## config.mk

```make
export PLATFORM = sky130hd
export DESIGN_NAME = hbs_front
export DESIGN_NICKNAME = d
export VERILOG_FILES = /design/src/hdl/hbs_pkg.sv /design/src/hdl/hbs_front.sv
export SDC_FILE = /design/constraint.sdc
export NUM_CORES = 1
export LEC_CHECK = 0
export BUFFER_PORTS_ARGS = -buffer_cell sky130_fd_sc_hd__clkbuf_2
export CAP_MARGIN = 10
export CORE_ASPECT_RATIO = 1.4
export CORE_MARGIN = 2
export CORE_UTILIZATION = 55
export CTS_BUF_LIST = sky130_fd_sc_hd__clkbuf_2
export CTS_CLUSTER_SIZE = 14
export DETAILED_ROUTE_END_ITERATION = 10
export PLACE_DENSITY = 0.92
export SLEW_MARGIN = 10
export SYNTH_ARGS = -nofsm -noshare
export SYNTH_HDL_FRONTEND = slang
export SYNTH_SLANG_ARGS = --single-unit
```

## constraint.sdc

```tcl
create_clock -name clk -period 6.8 [get_ports clk]
set_clock_uncertainty 0.05 [all_clocks]
set_input_delay 0.34 -clock clk [delete_from_list [all_inputs] [get_ports clk]]
set_output_delay 0.34 -clock clk [all_outputs]
set_load 0.02 [all_outputs]
```

## src/hdl/hbs_pkg.sv

```systemverilog
// Shared types, constants and register codes of the height brush stamp unit.
package hbs_pkg;

  localparam int MAX_SIDE         = 4096;
  localparam int HEIGHT_FRAC_BITS = 16;
  localparam int CNT_W            = 12;
  localparam int SIDE_W           = 13;
  localparam int POS_W            = 22;
  localparam int RAD_W            = 21;
  localparam int STR_W            = 17;
  localparam int HGT_W            = 24;
  localparam int ABS_W            = 22;
  localparam int D2_W             = 45;
  localparam int T_W              = 17;
  localparam int QUEUE_DEPTH      = 2;
  localparam int ADDR_W           = 5;

  localparam logic [16:0] ONE_Q16 = 17'd65536;

  // Register indexes (paddr[4:2])
  localparam logic [2:0] REG_FIELD_WIDTH  = 3'd0;
  localparam logic [2:0] REG_FIELD_HEIGHT = 3'd1;
  localparam logic [2:0] REG_CENTER_X     = 3'd2;
  localparam logic [2:0] REG_CENTER_Y     = 3'd3;
  localparam logic [2:0] REG_RADIUS       = 3'd4;
  localparam logic [2:0] REG_STRENGTH     = 3'd5;
  localparam logic [2:0] REG_FALLOFF_MODE = 3'd6;

  // Falloff modes
  localparam logic [1:0] FALL_CONST  = 2'd0;
  localparam logic [1:0] FALL_LINEAR = 2'd1;
  localparam logic [1:0] FALL_SMOOTH = 2'd2;
  localparam logic [1:0] FALL_ZERO   = 2'd3;

  typedef struct packed {
    logic signed [HGT_W-1:0] height_in;
    logic                    not_finite;
  } in_item_t;

  typedef struct packed {
    logic signed [HGT_W-1:0] height_out;
    logic                    touched;
    logic                    end_of_field;
  } out_item_t;

  typedef struct packed {
    logic signed [HGT_W-1:0] height;
    logic                    not_finite;
    logic [ABS_W-1:0]        adx;
    logic [ABS_W-1:0]        ady;
    logic                    end_of_field;
  } job_t;

  typedef struct packed {
    logic [SIDE_W-1:0]       field_width;
    logic [SIDE_W-1:0]       field_height;
    logic signed [POS_W-1:0] center_x;
    logic signed [POS_W-1:0] center_y;
    logic [RAD_W-1:0]        radius;
    logic signed [STR_W-1:0] strength;
    logic [1:0]              falloff_mode;
  } cfg_t;

  function automatic logic [CNT_W:0] sat_side(input logic [SIDE_W-1:0] v);
    logic [CNT_W:0] r;
    if (v < SIDE_W'(2)) r = (CNT_W+1)'(2);
    else if (v > SIDE_W'(MAX_SIDE)) r = (CNT_W+1)'(MAX_SIDE);
    else r = v;
    return r;
  endfunction

endpackage

```

## src/hdl/hbs_front.sv

```systemverilog
// Front part: accept samples, track raster position, form brush offsets.
module hbs_front (
  input  logic              clk,
  input  logic              rst_n,
  input  logic              in_valid,
  output logic              in_ready,
  input  hbs_pkg::in_item_t in_data,
  input  hbs_pkg::cfg_t     cfg,
  output logic              job_valid,
  input  logic              job_ready,
  output hbs_pkg::job_t     job
);
  import hbs_pkg::*;

  logic [CNT_W-1:0]  col_r, col_nxt, row_r, row_nxt;
  logic [CNT_W:0]    w, h;
  logic              last_col, last_row, take;
  logic signed [POS_W:0] dx, dy;

  assign w        = sat_side(cfg.field_width);
  assign h        = sat_side(cfg.field_height);
  assign last_col = ({1'b0, col_r} + 1'b1) >= w;
  assign last_row = ({1'b0, row_r} + 1'b1) >= h;
  assign in_ready  = job_ready;
  assign job_valid = in_valid;
  assign take      = in_valid && job_ready;

  assign dx = $signed({3'b000, col_r, 8'h00}) - (POS_W+1)'(cfg.center_x);
  assign dy = $signed({3'b000, row_r, 8'h00}) - (POS_W+1)'(cfg.center_y);

  always_comb begin
    job.height       = in_data.height_in;
    job.not_finite   = in_data.not_finite;
    job.adx          = dx[POS_W] ? ABS_W'(-dx) : ABS_W'(dx);
    job.ady          = dy[POS_W] ? ABS_W'(-dy) : ABS_W'(dy);
    job.end_of_field = last_col && last_row;
  end

  always_comb begin
    col_nxt = col_r;
    row_nxt = row_r;
    if (take) begin
      if (last_col) begin
        col_nxt = '0;
        row_nxt = last_row ? '0 : row_r + 1'b1;
      end else begin
        col_nxt = col_r + 1'b1;
      end
    end
  end

  always_ff @(posedge clk) begin
    if (!rst_n) begin
      col_r <= '0;
      row_r <= '0;
    end else begin
      col_r <= col_nxt;
      row_r <= row_nxt;
    end
  end
endmodule

```

==> run summary <==
GRT overflow: 0
Number of flops mapped to enable cells by yosys: 0
Hold slack: 0.379 ns
Syn Area/Cell: 7.04 um^2
Die X-Extent: 89.7 um
Largest family of logic cells by synthesized area: simple AND/OR/NAND/NOR gates
PortBufs: 120
Vias in the first global route: 5,332
Status: complete, no violations
Chip height: 124 um
Final setup violation count: 0
Sum Neg Setup Slack: 0 ns
VDD IR-drop max: 0.0000684 V
# resized after CTS: 0
Final worst setup slack: 2.00 ns
Register area: 480 um^2
Worst Path Arrival: 4.41 ns
XOR/XNOR share of the synthesized area: 12.8%
Antenna diodes: 0
Placed cells: 1,000
H-Tree Depth: 1
Max_cap viols: 0
Antenna violations before repair: 0
Mux contribution to synthesized area: 0.908%
Total wire length: 14,000 um
Synthesized Nets: 998
Starting density of the core: 56.8%
Crit path kind: reg -> out
Worst Tran Pin Value: 1.07 ns
Post-synthesis cell area: 0.00565 mm^2
Synth warn: 0
Slew margin rel.: 28.3%
Post-synthesis cell type count: 77
Core Area: 0.00995 mm^2
DRT Pass-1 Iters: 5
Layout Nets: 1,065
Routability cong.: 0.893
Fin. Hold Viols: 0
RSZ-0062 raised after global routing: false
# hold bufs at CTS: 0
Post-synth top flop: dfxtp_1
Crit path launch type: flop
Footprint of the multi-input gates: 0.00463 mm^2
P_leak: 3.03 nW
Crit Path Max Fanout: 13
Worst EP required: 6.41 ns
Dpl hpwl: 11,300 um
First-pass GRT wire length: 22,500 um
# rows: 43
Post-layout power: 511 uW
Clock Path Buffers: 2
Sequential fraction of the synthesis area: 8.50%
Routed Antenna Nets: 0
CTS clk-pin slew, worst paths: 0.26 ns
Die area: 0.0111 mm^2
Initial drt markers: 245
Vias post-DR: 6,085
Share of synthesized cell area in and, or, nand and nor gates: 29.2%
Final min period: 4.80 ns
Root buf cell: clkbuf_2
Total GRT Usage: 24.2%
Post-Synthesis Cells: 803
Post-Layout Cell Count: 1,004
CTS tree: done
Cell Area, Placed: 0.00607 mm^2
CTS buffer count: 3
Adder-Cell Fraction of Synth Area: 12.4%
Worst Hold Class: in -> reg
Setup slack at placement: 2.32 ns
Via/cell ratio: 6.06
Area growth syn-to-layout: 8.24%
I/O Pins: 211
Synth Area in Compound Gates: 26.5%
Period utilization: 70.6%
PD cells: 83.5 mW/mm^2
FILL cells: 908
Layout Utilization: 61.4%
Cell area after layout: 0.00612 mm^2
Synth Register Bits: 24
Pin count of the biggest net entering global routing: 38
Residual DRC: 0
Highest clock rate: 208 MHz
Average wire per standard cell: 13.9 um
Worst-Skew Late Latency: 0.37 ns
Fraction of layout cells with a size suffix above 1: 16.0%
FFs w/ async S/R, synth: 0%
CP Capture Type: output pin
Clock sinks: 24
Post-CTS setup buffer count: 0
Max-slew violations: 0
[worst paths after layout]
path,start,endpoint,slack (ns),depth (start not counted)
worst max-delay path,col_r[0]$_SDFFE_PN0P_,job[0],2.00,15
worst min-delay path,job_ready,row_r[1]$_SDFFE_PN0P_,0.38,4
worst max register to register,col_r[0]$_SDFFE_PN0P_,row_r[0]$_SDFFE_PN0P_,2.23,12
worst min register to register,col_r[1]$_SDFFE_PN0P_,col_r[1]$_SDFFE_PN0P_,0.51,2
[worst max-delay path, cell delays in order, from the launching register on]
cell	delay, ns
dfxtp_1	0.54
ha_1	0.29
and3_1	0.25
and3_1	0.24
and3_1	0.25
and3_1	0.25
xor2_1	0.16
ha_1	0.26
a21o_1	0.18
a21o_1	0.17
a211o_1	0.30
nor2_1	0.10
o221ai_1	0.47
nand2_1	0.32
nor2_1	0.06
clkbuf_2	0.20
[power breakdown]
part | internal [mW] | leakage, nW | total [mW] | switching, mW
combinational | 0.103 | 2.81 | 0.268 | 0.165
clock | 0.0506 | 0.0266 | 0.0998 | 0.0493
sequential | 0.142 | 0.193 | 0.143 | 0.00125
[cell type report]
type	instances	share of cell area, %
Inverter	50	3.07
Clock inverter	1	0.491
Timing Repair Buffer	121	9.94
Tap cell	135	2.76
Sequential cell	24	7.86
Clock buffer	3	0.245
Multi-Input combinational cell	670	75.6
[registers in the layout (all words and copies together) (netlist names)]
register  cells
col_r        12
row_r        12
[cells in the final DEF, fill, tap and decap left out, drive strengths merged, types with 13 or more instances in the layout]
cell / instances
a21o: 29
a21oi: 57
and3: 27
clkbuf: 123
dfxtp: 24
ha: 56
inv: 50
nand2: 87
nand3: 19
nand3b: 15
nor2: 41
nor3: 18
o21ai: 48
o22ai: 13
or3: 15
xnor2: 49
xor2: 33
[routing by layer]
layer / up-vias / routed length, um / global-route usage, % / share of wire [%]
met5: - / 0 / 0 / 0
met4: 0 / 331 / 6.62 / 2.4
met3: 37 / 624 / 2.32 / 4.5
met2: 193 / 7240 / 45.6 / 52
met1: 2816 / 5780 / 28.3 / 41
li1: 3039 / - / - / -
[cell families (layout without fill, tap and decap cells)]
family                     after synthesis  after routing
and+or+nand+nor                        302            302
AOI/OAI and AO/OA                      225            225
buffers and inverters                  109            175
xor gates and xnor gates                82             82
adders and majority gates               56             56
DFF                                     24             24
muxes                                    5              5
[Yosys cell counts, drive strengths merged (20+ instances only)]
master  count  share of area [%]
nand2      87                5.8
a21oi      57                5.0
ha         56                 12
inv        50                3.3
xnor2      49                7.7
o21ai      48                4.3
nor2       41                2.7
buf        39                5.0
xor2       33                5.1
a21o       29                3.9
and3       27                3.0
dfxtp      24                8.5
clkbuf     20                1.4
No activity file was read; power rests on OpenSTA's default activity.
