===== config.mk =====
export PLATFORM = sky130hd
export DESIGN_NAME = hbs_queue
export DESIGN_NICKNAME = d
export VERILOG_FILES = /design/src/hdl/hbs_queue.sv
export SDC_FILE = /design/constraint.sdc
export NUM_CORES = 1
export LEC_CHECK = 0
export BUFFER_PORTS_ARGS = -buffer_cell sky130_fd_sc_hd__buf_2
export CAP_MARGIN = 25
export CORE_MARGIN = 2
export CORE_UTILIZATION = 49
export CTS_CLUSTER_DIAMETER = 80
export DETAILED_ROUTE_END_ITERATION = 7
export PLACE_DENSITY = 0.77
export SLEW_MARGIN = 20
export SYNTH_ARGS = -nofsm -noshare
export SYNTH_HDL_FRONTEND = slang
export SYNTH_SLANG_ARGS = --single-unit

===== constraint.sdc =====
create_clock -name clk -period 1.78 [get_ports clk]
set_clock_uncertainty 0.05 [all_clocks]
set_input_delay 0.178 -clock clk [delete_from_list [all_inputs] [get_ports clk]]
set_output_delay 0.178 -clock clk [all_outputs]
set_load 0.02 [all_outputs]

===== src/hdl/hbs_queue.sv =====
// Small register queue between the front and back parts.
module hbs_queue #(
  parameter int WIDTH = 8,
  parameter int DEPTH = 2
) (
  input  logic             clk,
  input  logic             rst_n,
  input  logic             push_valid,
  output logic             push_ready,
  input  logic [WIDTH-1:0] push_data,
  output logic             pop_valid,
  input  logic             pop_ready,
  output logic [WIDTH-1:0] pop_data
);
  localparam int PW = (DEPTH > 1) ? $clog2(DEPTH) : 1;

  logic [WIDTH-1:0]  mem_r [DEPTH];
  logic [PW-1:0]     wp_r, wp_nxt, rp_r, rp_nxt;
  logic [PW:0]       cnt_r, cnt_nxt;
  logic              do_push, do_pop;

  assign push_ready = (cnt_r != (PW+1)'(DEPTH));
  assign pop_valid  = (cnt_r != '0);
  assign pop_data   = mem_r[rp_r];
  assign do_push    = push_valid && push_ready;
  assign do_pop     = pop_valid && pop_ready;

  always_comb begin
    wp_nxt  = wp_r;
    rp_nxt  = rp_r;
    cnt_nxt = cnt_r;
    if (do_push) wp_nxt = (wp_r == PW'(DEPTH-1)) ? '0 : wp_r + 1'b1;
    if (do_pop)  rp_nxt = (rp_r == PW'(DEPTH-1)) ? '0 : rp_r + 1'b1;
    if (do_push && !do_pop) cnt_nxt = cnt_r + 1'b1;
    else if (!do_push && do_pop) cnt_nxt = cnt_r - 1'b1;
  end

  always_ff @(posedge clk) begin
    if (!rst_n) begin
      wp_r  <= '0;
      rp_r  <= '0;
      cnt_r <= '0;
    end else begin
      wp_r  <= wp_nxt;
      rp_r  <= rp_nxt;
      cnt_r <= cnt_nxt;
    end
  end

  always_ff @(posedge clk) begin
    if (do_push) mem_r[wp_r] <= push_data;
  end
endmodule


==> flow_metrics.env, run 1 <==
export IMPL_final_max_slew_viol_count=0
export IMPL_hold_violations=0
export IMPL_cts_path_max_buffers=2
export IMPL_fin_tns_setup_ns=0
export IMPL_cp_start_kind="flip-flop"
export IMPL_rsz0062_at_grt="false"
export IMPL_grtUsageTotal_pct=13.6
export IMPL_yosysMostFrequentCell="edfxtp_1"
export IMPL_wl_per_cell_um=12.0
export IMPL_startpoint="cnt_r[0]"
export IMPL_dieHeight_um=44.6
export IMPL_gp_congestion=0.702
export IMPL_clkTransAtPathRegs_ns=0.11
export IMPL_async_reset_ff_share_pct=0
export IMPL_post_cts_resized=0
export IMPL_synth_cells=50
export IMPL_synth_edf_count=16
export IMPL_crit_path_end_kind="flip-flop"
export IMPL_dpl_hpwl_um=797
export IMPL_synthTopCellsByCount="edfxtp_1, mux2_2, dfxtp_1, nor2_1, xor2_1"
export IMPL_n_fill_cell=114
export IMPL_fmax_mhz=622
export IMPL_yosys_area_top_type_share_pct=59.4
export IMPL_ys_seq_area_share_pct=71.7
export IMPL_crit_required_ns=1.97
export IMPL_slew_headroom_pct=75.1
export IMPL_crit_fanout=5
export IMPL_synth_flop_cell="edfxtp_1"
export IMPL_hp_class="in2reg"
export IMPL_diodes=0
export IMPL_grt_max_degree=13
export IMPL_routed_via_density=4.91
export IMPL_rows=14
export IMPL_grt_overflow=0
export IMPL_core_area_sq_um=1520
export IMPL_syn_area_sq_um=810
export IMPL_cts_root_buf="clkbuf_4"
export IMPL_grt_pass1_wl_um=1810
export IMPL_initial_utilization_pct=53.1
export IMPL_syn_nets=63
export IMPL_min_period_ns=1.61
export IMPL_finalSetupViolations=0
export IMPL_antenna_found_initial=0
export IMPL_status="finished, final reports clean"
export IMPL_max_cap_viol_count=0
export IMPL_ir_worst_vdd_uv=998
export IMPL_tightest_slew_ns=0.373
export IMPL_num_vias=462
export IMPL_layout_area_overhead_vs_synth_pct=23.2
export IMPL_yosysTopAreaCell="edfxtp_1"
export IMPL_ys_warn_count=0
export IMPL_r2r_start="cnt_r[0]"
export IMPL_cts_num_sinks=21
export IMPL_die_x_um=44.6
export IMPL_setup_slack_ns=0.172
export IMPL_wl_um=1130
export IMPL_first_global_vias=467
export IMPL_drt_iter0_drc=3
export IMPL_design_die_area_sq_um=1990
export IMPL_cts_setup_buffers=0
export IMPL_p_leak_nw=0.407
export IMPL_clk_latency_ns=0.29
export IMPL_port_buffers=21
export IMPL_postCtsHoldBufs=1
export IMPL_synth_avg_cell_area_sq_um=16.2
export IMPL_arrival_ns=1.79
export IMPL_drive_above_1_share_pct=46.2
export IMPL_h_tree_depth=1
export IMPL_drc=0
export IMPL_cellPowerDensity_nw_per_um2=1360
export IMPL_synth_area_leaders="edfxtp_1, dfxtp_1, mux2_2, xor2_1, nand2b_4"
export IMPL_nNetsFinal=92
export IMPL_dp_slack_ns=0.198
export IMPL_ant_nets=0
export IMPL_ys_types=17
export IMPL_drt_pass1_iterations=2
export IMPL_criticalPathCategory="reg2reg"
export IMPL_io_pins=22
export IMPL_synth_seq_cells=21
export IMPL_numCtsBuffers=3
export IMPL_cts_tree="done"
export IMPL_hold_path_startpoint="push_data[6]"
export IMPL_period_share_pct=90.4
kinds of logic (layout without fill, tap and decap cells):
family	count (synthesis)	in the layout	synth area share (%)
AOI/OAI and AO/OA	5	5	3.71
buffers and inverters	3	31	1.55
xor gates and xnor gates	3	3	3.25
and+or+nand+nor	9	9	7.11
muxes	8	8	11.1
DFF	21	21	71.7
adders and majority gates	1	1	1.55
area by class of cell:
cell class,count,area [sq um],share of cell area (%)
Sequential cell,21,581,58.2
Multi-Input combinational cell,26,216,21.7
Timing Repair Buffer,25,145,14.6
Clock buffer,3,22.5,2.26
Tap cell,16,20.0,2.01
Inverter,2,7.51,0.753
Clock inverter,1,5.00,0.502
flip-flops by register name, summed over array words and instances, names as in the netlist, named ones only:
| register | cells |
|---|---|
| mem_r | 16 |
| rp_r | 1 |
| wp_r | 1 |
| cnt_r | 2 |
metrics by stage:
step	area (sq um)	hold slack, ns	power (W)	cells	util [%]
3_5_place_dp	930	0.320	0.00115	86	61.0
6_report	997	0.0133	0.00136	94	65.4
2_1_floorplan	810	0.227	0.00103	50	-
3_3_place_gp	930	0.317	0.00114	86	61.0
4_1_cts	967	0.000215	0.00137	91	63.5
5_1_grt	997	0.00411	0.00145	94	65.4
worst max-delay path: stages (launching register included):
cell      delay, ns
dfxtp_1        0.37
nand2b_4       0.17
and2_1         0.16
ha_1           0.30
or3_1          0.38
a21oi_1        0.13
final timing paths:
kind	end	slack, ns	cells past startpoint
max	cnt_r[1]	0.17	5
min	mem_r[0][6]	0.01	1
max reg2reg	cnt_r[1]	0.17	5
min reg2reg	rp_r	0.48	2
power breakdown:
part           internal [W]  switching (W)
Clock             0.0000836       0.000136
Sequential         0.000622      0.0000644
Combinational      0.000211       0.000240
Total              0.000916       0.000440
cells in the final DEF (no fill, tap or decap):
cell / instances
mux2_2: 8
and3_1: 1
dlygate4sd3_1: 4
a21oi_1: 2
or2_2: 1
nand3b_1: 1
inv_1: 2
dfxtp_1: 5
a21bo_2: 1
and2_1: 1
clkbuf_4: 3
nor2_1: 3
or3_1: 1
o21ai_0: 2
buf_2: 21
nand2b_4: 1
clkinv_2: 1
edfxtp_1: 16
ha_1: 1
xor2_1: 3
routing by layer:
layer | up-vias | share of wire (%) | GRT usage, %
met4 | 0 | 1.5 | 10.9
met1 | 209 | 45 | 13.8
met2 | 11 | 49 | 24.1
li1 | 240 | - | -
met3 | 2 | 4.3 | 2.45
met5 | - | 0 | 0
Note: power is estimated with default switching activity, not from simulation.
==> inputs of run 2 (changes only) <==
CORE_MARGIN = not set   (was 2)
CORE_UTILIZATION = 45   (was 49)
PLACE_DENSITY = 0.72   (was 0.77)
==> run 2 against run 1 <==
Against the previous run:
- die area shrank 1.0%
- first-iteration DRC count grew 130%
- sequential share of layout area grew 1.9 points
- utilization shrank 4.8 points
- non-clock buffer count shrank 4
- highest routed layer is now met3
==> flow_metrics.env, run 2 (synthesis gave the netlist of run 1 again) <==
export IMPL_hp_class="in2reg"
export IMPL_crit_required_ns=1.95
export IMPL_dpl_hpwl_um=826
export IMPL_cp_num_buf_inv=0
export IMPL_layout_area_overhead_vs_synth_pct=19.3
export IMPL_cts_tree="done"
export IMPL_drc=0
export IMPL_antenna_found_initial=0
export IMPL_max_cap_viol_count=0
export IMPL_hold_violations=0
export IMPL_initial_utilization_pct=50.8
export IMPL_p_leak_nw=0.387
export IMPL_power_total_w=0.00134
export IMPL_grt_max_degree=12
export IMPL_cpMaxStageDelayCell="or3_1"
export IMPL_min_period_ns=1.62
export IMPL_cp_cell_sequence="nand2b_4, and2_1, ha_1, or3_1, a21oi_1"
export IMPL_grt_pass1_wl_um=1720
export IMPL_criticalPathCategory="reg2reg"
export IMPL_die_x_um=44.4
export IMPL_dieHeight_um=44.4
export IMPL_fmax_mhz=618
export IMPL_final_common_cell="buf_2"
export IMPL_ant_nets=0
export IMPL_slew_headroom_pct=73.9
export IMPL_drive_above_1_share_pct=47.3
export IMPL_cellPowerDensity_nw_per_um2=1390
export IMPL_clkTransAtPathRegs_ns=0.10
export IMPL_cp_start_kind="flip-flop"
export IMPL_postCtsHoldBufs=0
export IMPL_wl_per_cell_um=11.5
export IMPL_status="finished, final reports clean"
export IMPL_design_die_area_sq_um=1970
export IMPL_cts_setup_buffers=0
export IMPL_arrival_ns=1.79
export IMPL_max_stage_delay_ns=0.38
export IMPL_mostFrequentLayoutCells="buf_2, edfxtp_1, mux2_2"
export IMPL_grtUsageTotal_pct=12.7
export IMPL_period_share_pct=91.0
export IMPL_core_area_sq_um=1590
export IMPL_num_vias=457
export IMPL_routed_via_density=4.66
export IMPL_top_regs="mem_r x16, cnt_r x2"
export IMPL_cts_root_buf="clkbuf_4"
export IMPL_io_pins=22
export IMPL_clk_latency_ns=0.28
export IMPL_first_global_vias=420
export IMPL_grt_overflow=0
export IMPL_cts_num_sinks=21
export IMPL_tightest_slew_ns=0.391
export IMPL_place_area_sq_um=940
export IMPL_fin_util_pct=60.6
export IMPL_h_tree_depth=1
export IMPL_postLayoutCellArea_sq_um=966
export IMPL_crit_fanout=5
export IMPL_crit_family="simple AND/OR/NAND/NOR gates"
export IMPL_post_cts_resized=0
export IMPL_cts_path_max_buffers=2
export IMPL_finalSetupViolations=0
export IMPL_drt_iter0_drc=7
export IMPL_drt_pass1_iterations=2
export IMPL_ir_worst_vdd_uv=966
export IMPL_top_register="mem_r"
export IMPL_numCtsBuffers=3
export IMPL_wl_um=1130
export IMPL_dp_slack_ns=0.181
export IMPL_rows=14
export IMPL_port_buffers=21
export IMPL_final_max_slew_viol_count=0
export IMPL_rsz0062_at_grt="false"
export IMPL_setup_slack_ns=0.161
export IMPL_diodes=0
export IMPL_largest_reg_flops=16
export IMPL_fin_tns_setup_ns=0
export IMPL_crit_path_end_kind="flip-flop"
export IMPL_nNetsFinal=88
export IMPL_gp_congestion=0.691
[run 2: cell types whose count changed in the layout (fill, tap and decap cells not counted)]
cell           change
clkinv_2           -1
clkbuf_1           +1
dlygate4sd3_1      -4
[run 2: layout make-up]
cell class / count / area (sq um)
Inverter: 2 / 7.51
Multi-Input combinational cell: 26 / 216
Tap cell: 24 / 30.0
Timing Repair Buffer: 21 / 105
Sequential cell: 21 / 581
Fill cell: 128 / 628
Clock buffer: 4 / 26.3
[run 2: metrics by stage]
stage | hold WS, ns | instances
2_1_floorplan | 0.227 | 50
3_3_place_gp | 0.316 | 94
3_5_place_dp | 0.319 | 94
4_1_cts | 0.0164 | 98
5_1_grt | 0.00373 | 98
6_report | 0.0256 | 98
[run 2: worst register-to-register path, stage by stage (launching register included)]
cell	delay [ns]
dfxtp_1	0.36
nand2b_4	0.17
and2_1	0.16
ha_1	0.30
or3_1	0.38
a21oi_1	0.14
[run 2: final timing paths]
kind                                   start     endpoint  slack [ns]  cells after the start
worst max-delay path                cnt_r[0]     cnt_r[1]        0.16                      5
worst min-delay path            push_data[7]  mem_r[0][7]        0.03                      1
worst max register to register      cnt_r[0]     cnt_r[1]        0.16                      5
worst min register to register          rp_r    flip-flop        0.48                      2
[run 2: routing by layer]
metal | routed length (um) | track usage [%]
met5 | 0 | 0
met4 | 0 | 5.45
met3 | 40 | 2.45
met2 | 574 | 22.4
met1 | 516 | 15.1
[run 2: power by group]
part           switching (W)  total, W  internal, W
registers          0.0000660  0.000688     0.000622
clock network       0.000124  0.000211    0.0000869
logic               0.000241  0.000446     0.000205
total               0.000430   0.00134     0.000914
